## config.mk

```make
export PLATFORM = sky130hd
export DESIGN_NAME = sliding_median_distance_filter
export DESIGN_NICKNAME = d
export VERILOG_FILES = /design/src/hdl/smdf_pkg.sv /design/src/hdl/smdf_window.sv /design/src/hdl/smdf_median.sv /design/src/hdl/sliding_median_distance_filter.sv
export SDC_FILE = /design/constraint.sdc
export NUM_CORES = 1
export LEC_CHECK = 0
export BUFFER_PORTS_ARGS = -buffer_cell sky130_fd_sc_hd__buf_4
export CAP_MARGIN = 20
export CORE_MARGIN = 2
export CORE_UTILIZATION = 30
export CTS_CLUSTER_DIAMETER = 80
export DETAILED_ROUTE_END_ITERATION = 10
export PLACE_DENSITY = 0.49
export SYNTH_ARGS = -nofsm -noshare
export SYNTH_HDL_FRONTEND = slang
export SYNTH_SLANG_ARGS = --single-unit
```

## constraint.sdc

```tcl
create_clock -name clk -period 7.1 [get_ports clk]
set_input_delay 0.355 -clock clk [delete_from_list [all_inputs] [get_ports clk]]
set_output_delay 0.355 -clock clk [all_outputs]
set_load 0.02 [all_outputs]
```

## src/hdl/smdf_pkg.sv

```systemverilog
// ----------------------------------------------------------------------------
// smdf_pkg
// Shared constants and types for the sliding median distance filter.
// ----------------------------------------------------------------------------
package smdf_pkg;

	// distance field width and the value the window and last distance reset to
	localparam int unsigned DIST_W = 13;
	localparam logic [DIST_W-1:0] RESET_DISTANCE = 13'd8190;

	// default window depth
	localparam int unsigned WINDOW_DEF = 5;

	// median sequencer states
	typedef enum logic [1:0] {
		MED_IDLE,
		MED_LOAD,
		MED_SCAN,
		MED_DONE
	} med_state_t;

	// control from the top level to the median sequencer
	typedef struct packed {
		logic start;   // window update done, begin a selection pass
		logic ack;     // result taken into the output register
	} med_ctrl_t;

endpackage

```

## src/hdl/smdf_window.sv

```systemverilog
// ----------------------------------------------------------------------------
// smdf_window
// Circular sample window, write position and last accepted distance.
// ----------------------------------------------------------------------------
module smdf_window #(
	parameter int unsigned WINDOW = smdf_pkg::WINDOW_DEF,
	localparam int unsigned IDX_W = (WINDOW > 1) ? $clog2(WINDOW) : 1
) (
	input  logic                        clk,
	input  logic                        arst_n,
	input  logic                        wr_en,
	input  logic [smdf_pkg::DIST_W-1:0] wr_data,
	input  logic [IDX_W-1:0]            rd_addr,
	output logic [smdf_pkg::DIST_W-1:0] rd_data,
	output logic [smdf_pkg::DIST_W-1:0] latest
);

	localparam logic [IDX_W-1:0] LAST_IDX = IDX_W'(WINDOW - 1);

	logic [smdf_pkg::DIST_W-1:0] win_q [WINDOW];
	logic [IDX_W-1:0]            pos_q;
	logic [smdf_pkg::DIST_W-1:0] latest_q;

	// window entries, overwrite oldest on each accepted sample
	always_ff @(posedge clk or negedge arst_n) begin
		if (!arst_n) begin
			for (int i = 0; i < WINDOW; i++) begin
				win_q[i] <= smdf_pkg::RESET_DISTANCE;
			end
			pos_q    <= '0;
			latest_q <= smdf_pkg::RESET_DISTANCE;
		end else if (wr_en) begin
			win_q[pos_q] <= wr_data;
			latest_q     <= wr_data;
			if (pos_q == LAST_IDX) begin
				pos_q <= '0;
			end else begin
				pos_q <= pos_q + 1'b1;
			end
		end
	end

	// single read port for the median unit
	assign rd_data = win_q[rd_addr];
	assign latest  = latest_q;

endmodule

```

## src/hdl/smdf_median.sv

```systemverilog
// ----------------------------------------------------------------------------
// smdf_median
// Selection sequencer: one shared compare unit ranks each candidate entry
// against the whole window until the entry at sorted index WINDOW/2 is found.
// ----------------------------------------------------------------------------
module smdf_median #(
	parameter int unsigned WINDOW = smdf_pkg::WINDOW_DEF,
	localparam int unsigned IDX_W = (WINDOW > 1) ? $clog2(WINDOW) : 1,
	localparam int unsigned CNT_W = $clog2(WINDOW + 1)
) (
	input  logic                        clk,
	input  logic                        arst_n,
	input  smdf_pkg::med_ctrl_t         ctrl,
	output logic [IDX_W-1:0]            rd_addr,
	input  logic [smdf_pkg::DIST_W-1:0] rd_data,
	output logic                        done,
	output logic [smdf_pkg::DIST_W-1:0] median
);

	localparam logic [IDX_W-1:0] LAST_IDX = IDX_W'(WINDOW - 1);
	localparam logic [CNT_W-1:0] MED_RANK = CNT_W'(WINDOW / 2);

	smdf_pkg::med_state_t state_q, state_d;

	logic [IDX_W-1:0]            cand_idx_q;
	logic [IDX_W-1:0]            scan_idx_q;
	logic [smdf_pkg::DIST_W-1:0] cand_q;
	logic [CNT_W-1:0]            lt_cnt_q;
	logic [CNT_W-1:0]            le_cnt_q;
	logic [smdf_pkg::DIST_W-1:0] median_q;

	logic             lt_hit;
	logic             le_hit;
	logic [CNT_W-1:0] lt_cnt_nxt;
	logic [CNT_W-1:0] le_cnt_nxt;
	logic             found;
	logic             scan_end;

	// shared compare unit and rank counters
	assign rd_addr    = (state_q == smdf_pkg::MED_LOAD) ? cand_idx_q : scan_idx_q;
	assign lt_hit     = rd_data < cand_q;
	assign le_hit     = rd_data <= cand_q;
	assign lt_cnt_nxt = lt_cnt_q + CNT_W'(lt_hit);
	assign le_cnt_nxt = le_cnt_q + CNT_W'(le_hit);
	// candidate covers sorted positions lt .. le-1
	assign found      = (lt_cnt_nxt <= MED_RANK) && (MED_RANK < le_cnt_nxt);
	assign scan_end   = (scan_idx_q == LAST_IDX);

	// state register
	always_ff @(posedge clk or negedge arst_n) begin
		if (!arst_n) begin
			state_q <= smdf_pkg::MED_IDLE;
		end else begin
			state_q <= state_d;
		end
	end

	// next state and outputs
	always_comb begin
		state_d = state_q;
		done    = 1'b0;
		case (state_q)
			smdf_pkg::MED_IDLE: begin
				if (ctrl.start) begin
					state_d = smdf_pkg::MED_LOAD;
				end
			end
			smdf_pkg::MED_LOAD: begin
				state_d = smdf_pkg::MED_SCAN;
			end
			smdf_pkg::MED_SCAN: begin
				if (scan_end) begin
					state_d = found ? smdf_pkg::MED_DONE : smdf_pkg::MED_LOAD;
				end
			end
			smdf_pkg::MED_DONE: begin
				done = 1'b1;
				if (ctrl.ack) begin
					state_d = smdf_pkg::MED_IDLE;
				end
			end
			default: begin
				state_d = smdf_pkg::MED_IDLE;
			end
		endcase
	end

	// datapath: candidate, scan index, counters, result
	always_ff @(posedge clk) begin
		case (state_q)
			smdf_pkg::MED_IDLE: begin
				cand_idx_q <= '0;
			end
			smdf_pkg::MED_LOAD: begin
				cand_q     <= rd_data;
				scan_idx_q <= '0;
				lt_cnt_q   <= '0;
				le_cnt_q   <= '0;
			end
			smdf_pkg::MED_SCAN: begin
				lt_cnt_q   <= lt_cnt_nxt;
				le_cnt_q   <= le_cnt_nxt;
				scan_idx_q <= scan_idx_q + 1'b1;
				if (scan_end) begin
					cand_idx_q <= cand_idx_q + 1'b1;
					if (found) begin
						median_q <= cand_q;
					end
				end
			end
			default: begin
			end
		endcase
	end

	assign median = median_q;

endmodule

```

## src/hdl/sliding_median_distance_filter.sv

```systemverilog
// ----------------------------------------------------------------------------
// sliding_median_distance_filter
// Median filter over the last WINDOW valid range samples.
// ----------------------------------------------------------------------------
// Usage:
//   Input stream (s_axis_*): one distance sample per item, timeout flag in
//   tuser. Output stream (m_axis_*): one result per input item with the last
//   accepted distance, the window median and the timeout status in tuser.
//   cfg_wr_en/cfg_wr_data set sensor_ready; write it only while idle.
//   While sensor_ready is clear, or an item is flagged as timed out, the
//   window is left untouched and the status reads 1.
// Sequencing:
//   The window is updated on the accept edge; then the median sequencer
//   ranks candidate entries one at a time, each rank pass loading the
//   candidate and comparing it against every window entry on the shared
//   comparator. One item is in flight at a time; s_axis_tready is low
//   until the result enters the output register.
// Reset and stall:
//   Reset fills the window and last distance with 8190 and clears
//   sensor_ready. A result waits in the output register while m_axis_tready
//   is low; the sequencer holds its result until the register frees up.
// ----------------------------------------------------------------------------
module sliding_median_distance_filter #(
	parameter int unsigned WINDOW = smdf_pkg::WINDOW_DEF
) (
	input  logic        clk,
	input  logic        arst_n,
	// configuration
	input  logic        cfg_wr_en,
	input  logic        cfg_wr_data,     // sensor_ready
	// input stream
	input  logic        s_axis_tvalid,
	output logic        s_axis_tready,
	input  logic [15:0] s_axis_tdata,    // [12:0] distance_sample
	input  logic        s_axis_tuser,    // sample_timed_out
	// output stream
	output logic        m_axis_tvalid,
	input  logic        m_axis_tready,
	output logic [31:0] m_axis_tdata,    // [12:0] last_distance, [25:13] median_distance
	output logic        m_axis_tuser     // timeout_status
);

	localparam int unsigned IDX_W = (WINDOW > 1) ? $clog2(WINDOW) : 1;
	localparam int unsigned DW    = smdf_pkg::DIST_W;

	logic                sensor_ready_q;
	logic                busy_q;
	logic                status_q;
	logic                out_valid_q;
	logic [DW-1:0]       out_last_q;
	logic [DW-1:0]       out_median_q;
	logic                out_status_q;

	logic                accept;
	logic                win_wr;
	logic                load_out;
	logic [IDX_W-1:0]    rd_addr;
	logic [DW-1:0]       rd_data;
	logic [DW-1:0]       latest;
	logic                med_done;
	logic [DW-1:0]       median;
	smdf_pkg::med_ctrl_t med_ctrl;

	// handshake and control
	assign s_axis_tready  = !busy_q;
	assign accept         = s_axis_tvalid && !busy_q;
	assign win_wr         = accept && sensor_ready_q && !s_axis_tuser;
	assign load_out       = med_done && (!out_valid_q || m_axis_tready);
	assign med_ctrl.start = accept;
	assign med_ctrl.ack   = load_out;

	// config register, busy flag, output valid
	always_ff @(posedge clk or negedge arst_n) begin
		if (!arst_n) begin
			sensor_ready_q <= 1'b0;
			busy_q         <= 1'b0;
			out_valid_q    <= 1'b0;
		end else begin
			if (cfg_wr_en) begin
				sensor_ready_q <= cfg_wr_data;
			end
			if (accept) begin
				busy_q <= 1'b1;
			end else if (load_out) begin
				busy_q <= 1'b0;
			end
			if (load_out) begin
				out_valid_q <= 1'b1;
			end else if (m_axis_tready) begin
				out_valid_q <= 1'b0;
			end
		end
	end

	// item status and output payload
	always_ff @(posedge clk) begin
		if (accept) begin
			status_q <= !sensor_ready_q || s_axis_tuser;
		end
		if (load_out) begin
			out_last_q   <= latest;
			out_median_q <= median;
			out_status_q <= status_q;
		end
	end

	smdf_window #(
		.WINDOW(WINDOW)
	) u_window (
		.clk     (clk),
		.arst_n  (arst_n),
		.wr_en   (win_wr),
		.wr_data (s_axis_tdata[DW-1:0]),
		.rd_addr (rd_addr),
		.rd_data (rd_data),
		.latest  (latest)
	);

	smdf_median #(
		.WINDOW(WINDOW)
	) u_median (
		.clk     (clk),
		.arst_n  (arst_n),
		.ctrl    (med_ctrl),
		.rd_addr (rd_addr),
		.rd_data (rd_data),
		.done    (med_done),
		.median  (median)
	);

	assign m_axis_tvalid = out_valid_q;
	assign m_axis_tdata  = {6'b0, out_median_q, out_last_q};
	assign m_axis_tuser  = out_status_q;

endmodule
```

== Word-level counts from Yosys, hierarchy flattened ==
Cells that the tools add are included.
Cells by class
  equality and inequality tests: 8
  reductions and logical operators: 20
  magnitude comparators: 7
  $add $sub $neg: 5
  multiplexer cells: 23
  bitwise logic cells: 2
Operators by type and width (number)
  65-bit bitwise mux: 1
  13-bit binary-select mux with 3-bit select: 1
  13-bit demux with 3-bit select: 1
  13-bit 2-to-1 mux: 3
  3-bit case mux with 2 select lines: 4
  13-bit less-or-equal comparator: 1
  13-bit < comparator: 1
  3-bit by 1-bit adder with 3-bit output, second input constant: 3
  3-bit 2-to-1 mux: 3
  4-bit >= comparator, second input constant: 2
  2-bit 2-to-1 mux: 4
  3-bit inverter with 4-bit output: 2
  2-bit case mux with 4 select lines: 1
  2-bit nonzero test: 4
  3-bit by 1-bit adder with 3-bit output: 2
  3-bit equality test, second input constant: 2
  1-bit logical AND: 6
  3-bit AND reduction: 2
  1-bit 2-to-1 mux: 5
  2-bit equality test, second input constant: 2
  1-bit logical NOT: 4
  4-bit by 1-bit < comparator with 1-bit output, second input constant: 1
  2-bit inequality test, second input constant: 2
  3-bit by 2-bit less-or-equal comparator with 1-bit output, second input constant: 1
  6 further kinds: 7
Word-level totals
  register bits: 152
  input port bits: 23
  logic and storage cells: 86
  output and inout bits: 35

== Longest topological paths before layout ==
  depth after elaboration: 13
  depth in mapped cells: 19
  depth with buffers taken out: 17

== By module ==
From an unflattened synthesis, not the netlist that was laid out.
Unflattened totals
  cell total of the unflattened synthesis: 432
  area total of the unflattened synthesis: 6653.9 µm²
Modules (own cells, without submodules)
  smdf_window: area an instance 3692.3 µm², seq. area each 2117.0 µm², cells an instance 248, instances 1
  smdf_median: area an instance 1921.8 µm², seq. area each 1191.1 µm², cells an instance 136, instances 1
  sliding_median_distance_filter: area an instance 1039.7 µm², seq. area each 915.9 µm², cells an instance 48, instances 1

== Worst setup path after synthesis ==
Ideal clock, no wire load.
  path type: reg2reg
  start point: register u_median.state_q[1]
  end point: register u_median.median_q (netlist bit u_median.median[0]) (enable)
  setup slack: 1.906 ns
  library setup time: 0.382 ns
  path buffers: 1
  arrival: 4.812 ns
  cell stages (with the launch flop): 18
  data required time: 6.718 ns
  clock period less this slack: 5.194 ns
  cell sequence: dfrtp_1 inv_1 ha_1 mux2i_1 buf_6 mux4_2 a22o_1 ha_1 and3_1 o21ai_0 a311oi_1 o31ai_1 ha_1 ha_1 xor2_1 a21oi_1 nand4b_1 nor2_1
On the way
  word-level cells in the longest chain between the ends: 11
  elaborated cells between the ends (all ways): 15
  those cells by class: 2 x add/sub; 4 x order compare; 2 x eq/ne; 4 x mux; 1 x bitwise; 2 x reduce/logical
RTL lines
  start, declared: line smdf_median.sv:23  | smdf_pkg::med_state_t state_q, state_d;
  start signal, assigned: line smdf_median.sv:52  | state_q <= smdf_pkg::MED_IDLE;
  start signal, assigned: line smdf_median.sv:54  | state_q <= state_d;
  2-bit by 1-bit equality test with 1-bit output *: line smdf_median.sv:40  | assign rd_addr = (state_q == smdf_pkg::MED_LOAD) ? cand_idx_q : scan_idx_q;
  3-bit 2-to-1 mux *: line smdf_median.sv:40
  3-bit inverter with 4-bit output (implied by the code) *: line smdf_window.sv:44  | assign rd_data = win_q[rd_addr];
  13-bit binary-select mux with 3-bit select *: line smdf_window.sv:44
  13-bit 2-to-1 mux (implied by the code) * (2 in a row): line smdf_window.sv:44
  net rd_data[4]: line sliding_median_distance_filter.sv:58  | logic [DW-1:0] rd_data;
  13-bit < comparator or 13-bit less-or-equal comparator (tied branches): line smdf_median.sv:41, smdf_median.sv:42
  3-bit by 1-bit adder with 3-bit output, on equally long branches: line smdf_median.sv:43, smdf_median.sv:44
  3-bit by 2-bit less-or-equal comparator with 1-bit output or 2-bit by 3-bit < comparator with 1-bit output (tied branches): line smdf_median.sv:46  | assign found = (lt_cnt_nxt <= MED_RANK) && (MED_RANK < le_cnt_nxt);
  1-bit logical AND *: line smdf_median.sv:46
  3-bit AND reduction (no line) *
  end signal, assigned: line smdf_median.sv:107  | median_q <= cand_q;
  end, declared: line smdf_median.sv:30  | logic [smdf_pkg::DIST_W-1:0] median_q;
The timed path passes the listed nets; every way through them passes the cells marked *. The select of a mux whose other input is x is not followed.
A chain may end at the register's enable or synchronous reset.

== Final worst setup path ==
  start point: register u_median.state_q[1]
  end point: register u_median.median_q (netlist bit u_median.median[1]) (enable)
The elaborated chain is that of the path after synthesis.

==> impl_metrics.yaml <==
place:
  dp_hpwl_mm: 8.88
  dp_slack_ns: 1.65
  port_buffers: 48
  place_congestion: 0.684
synthesis:
  syn_area_per_cell_um2: 15.3
  yosys_warnings: 0
  synth_cells: 435
  synth_top_cell_by_area: "edfxtp_1"
  ys_seq_area_frac: 0.636
  yosysUniqueCellTypes: 48
  synth_area_leaders: "edfxtp_1 30%, dfstp_2 28%, mux2_2 9.3%, dfrtp_1 5.3%, ha_1 5.1%"
  ys_seq_elements: 152
  synth.cell_area_mm2: 0.00664
  netlist.area_leader.share: 0.298
grt:
  overflow: 0
  grt_pass1_wl_mm: 21.8
  antenna_found_initial: 0
  grt_max_degree: 54
  grt_pass1_vias: 3839
  grt_use_total: 0.123
min_path:
  hp-class: "in2reg"
layout:
  fin_nets: 544
  antenna_cells: 0
  drive_gt1_frac: 0.458
  area_growth_pct: 18.1
  fillerInstances: 2079
floorplanning:
  dieArea_mm2: 0.0234
  ios: 58
  die-height_um: 153
  rows: 54
  coreArea_mm2: 0.0218
  initial_utilization: 0.305
  die_w_um: 153
timing:
  slew_headroom: 0.368
  fin_tns_setup_ns: 0
  max_freq_mhz: 185
  setup_viol: 0
  hold_viol_final: 0
  rsz0062_at_grt: "false"
  layout_setup_ws_ns: 1.69
  period_minus_slack_ns: 5.41
  whs_ns: 0.160
  worst_pin_slew_ns: 0.945
  finClkSkew_ns: 0.00717
  report.final.slew_viol_count: 0
  period_share: 0.762
drt:
  wirelength_mm: 13.6
  wl_per_cell_um: 17.3
  ant_nets: 0
  vias: 3602
  dr.pass1.iters: 4
  viasPerCell: 4.58
  first_iter_violations: 162
  drc: 0
clock_tree:
  htreeDepth: 4
  cts_tree: "built"
  post_cts_resized: 0
  cts_buffers: 17
  cts-root-buf: "clkbuf_16"
  cts.sink_count: 152
  cts_max_path_buffers: 2
  clkLatencyLatePin_ns: 0.43
  post-cts-setup-buffers: 0
  clk_pin_slew_worst_paths_ns: 0.06
critical_path:
  cp_common_cell: "ha_1"
  cp_max_fo: 16
  crit_chain: "inv_1, ha_1, mux2i_2, buf_4, nand2_1, nor2_1, buf_4, a22o_1, ha_1, and3_1, o21ai_0, a311oi_1, o31ai_1, ha_1, ha_1, xor2_1, a21oi_1, nand4b_1, nor2_1, buf_4"
  crit_arrival_ns: 5.53
  startpoint_type: "flop"
  criticalPathCategory: "reg2reg"
  cp_slowest_cell: "ha_1"
  crit_path_end_kind: "flop"
  worst_path_largest_cell_delay_ns: 0.64
  required_ns: 7.22
pwr:
  ir_worst_vdd_uv: 95.8
  p_leak_nw: 3.28
  power_density_mw_per_mm2: 227
run:
  maxCapViolCount: 0
outcome:
  outcome: "completed"
stage by stage:
stage | cell area [um2] | instances | util | power, mW
final | 7840 | 787 | 0.361 | 1.78
after global routing | 7840 | 787 | 0.361 | 1.85
after CTS | 7840 | 787 | 0.361 | 1.81
after detailed placement | 7290 | 754 | 0.335 | 0.961
after global placement | 7290 | 754 | 0.335 | 0.961
after floorplan | 6660 | 440 | - | 0.938
layout make-up:
| type | instances | area (um2) | area share |
|---|---|---|---|
| Inverter | 21 | 78.8 | 0.0100 |
| Clock inverter | 13 | 108 | 0.0137 |
| Timing Repair Buffer | 58 | 438 | 0.0558 |
| Tap cell | 280 | 350 | 0.0447 |
| Clock buffer | 19 | 433 | 0.0552 |
| Sequential cell | 152 | 4220 | 0.539 |
| Multi-Input combinational cell | 244 | 2210 | 0.282 |
registers in the layout (all words and copies together), names as in the netlist:
register,cells
u_median.median,13
u_median.lt_cnt_q,3
u_median.le_cnt_q,3
status_q,1
u_median.cand_idx_q,3
m_axis_tuser,1
u_window.win_q,65
sensor_ready_q,1
m_axis_tvalid,1
out_median_q,13
u_window.pos_q,3
u_median.cand_q,13
busy_q,1
u_window.latest,13
out_last_q,13
u_median.scan_idx_q,3
u_median.state_q,2
cell usage after synthesis, drive strengths merged:
| cell type | n |
|---|---|
| edfxtp | 66 |
| a32oi | 1 |
| o31ai | 1 |
| clkbuf | 6 |
| nand4 | 3 |
| nand2 | 46 |
| a21oi | 6 |
| nand3 | 7 |
| a311oi | 1 |
| xnor2 | 1 |
| a32o | 1 |
| a221oi | 1 |
| and2 | 10 |
| nand2b | 4 |
| buf | 17 |
| or2 | 1 |
| and4 | 1 |
| mux2 | 66 |
| conb | 1 |
| nor3 | 1 |
| and3 | 2 |
| ha | 27 |
| inv | 21 |
| dfrtp | 14 |
| nor2b | 5 |
| nand4b | 1 |
| a211o | 1 |
| nor2 | 6 |
| mux2i | 4 |
| a31oi | 1 |
| mux4 | 12 |
| o21ai | 7 |
| xor2 | 3 |
| o32a | 1 |
| or4 | 1 |
| a21o | 2 |
| a22o | 12 |
| and3b | 1 |
| nor4 | 1 |
| dfstp | 72 |
report_power, final:
part           internal [mW]  switching, mW
clock                  0.478          0.357
sequential             0.915       0.000263
combinational        0.00886         0.0209
total                   1.40          0.379
worst max-delay path, delay by kind of cell, from the launching register on:
kind	cells	cell delay, ns
AO/OA/AOI/OAI	5	0.90
adder cells (fa/ha/maj)	4	1.29
AND/OR/NAND/NOR	5	1.08
multiplexers	1	0.27
buffers and inverters	4	0.96
flip-flops	1	0.43
XOR/XNOR	1	0.17
final timing paths:
check,start,end,slack (ns),depth (start not counted)
min in group asynchronous,arst_n,u_window.win_q[26],0.43,2
max in group asynchronous,arst_n,m_axis_tvalid,5.64,3
max reg2reg,u_median.state_q[1],u_median.median[1],1.69,20
min,cfg_wr_data,sensor_ready_q,0.16,2
min reg2reg,u_median.median[6],out_median_q[6],0.42,0
max,u_median.state_q[1],u_median.median[1],1.69,20
per-layer routing:
layer,part of all wire,vias to the layer above,track usage
li1,-,1688,-
met1,0.46,1832,0.163
met2,0.49,65,0.198
met3,0.034,17,0.0284
met4,0.018,0,0.0489
met5,0,-,0
cells in the final DEF, fill, tap and decap left out, types with 2 or more instances in the layout:
cell type,count
dfstp_2,72
edfxtp_1,66
buf_4,57
mux2_2,55
nand2_1,46
ha_1,27
inv_1,21
clkbuf_16,17
dfrtp_1,14
a22o_1,12
and2_1,10
mux2_4,10
mux4_2,7
nand3_1,7
o21ai_0,7
nor2_1,6
a21oi_1,6
conb_1,6
mux4_1,5
nor2b_1,5
clkinvlp_4,4
mux2i_1,3
nand4_1,3
nand2b_1,3
xor2_1,3
clkinv_1,3
a21o_1,2
and3_1,2
clkinv_2,2
clkbuf_1,2
clkinv_4,2
what timing repair did:
| item | in CTS | in global routing |
|---|---|---|
| hold endpoints to repair | 11 | 0 |
| hold buffers | 1 | 0 |
| setup endpoints to repair | 0 | 0 |
logic make-up after synthesis:
group / share of synthesized area
buffers and inverters: 0.0347
XOR/XNOR: 0.00527
AND/OR/NAND/NOR: 0.0676
flip-flops: 0.636
other: 0.000564
multiplexers: 0.167
adder cells (fa/ha/maj): 0.0508
AO/OA/AOI/OAI: 0.0382
Note: power is estimated with default switching activity, not from simulation.
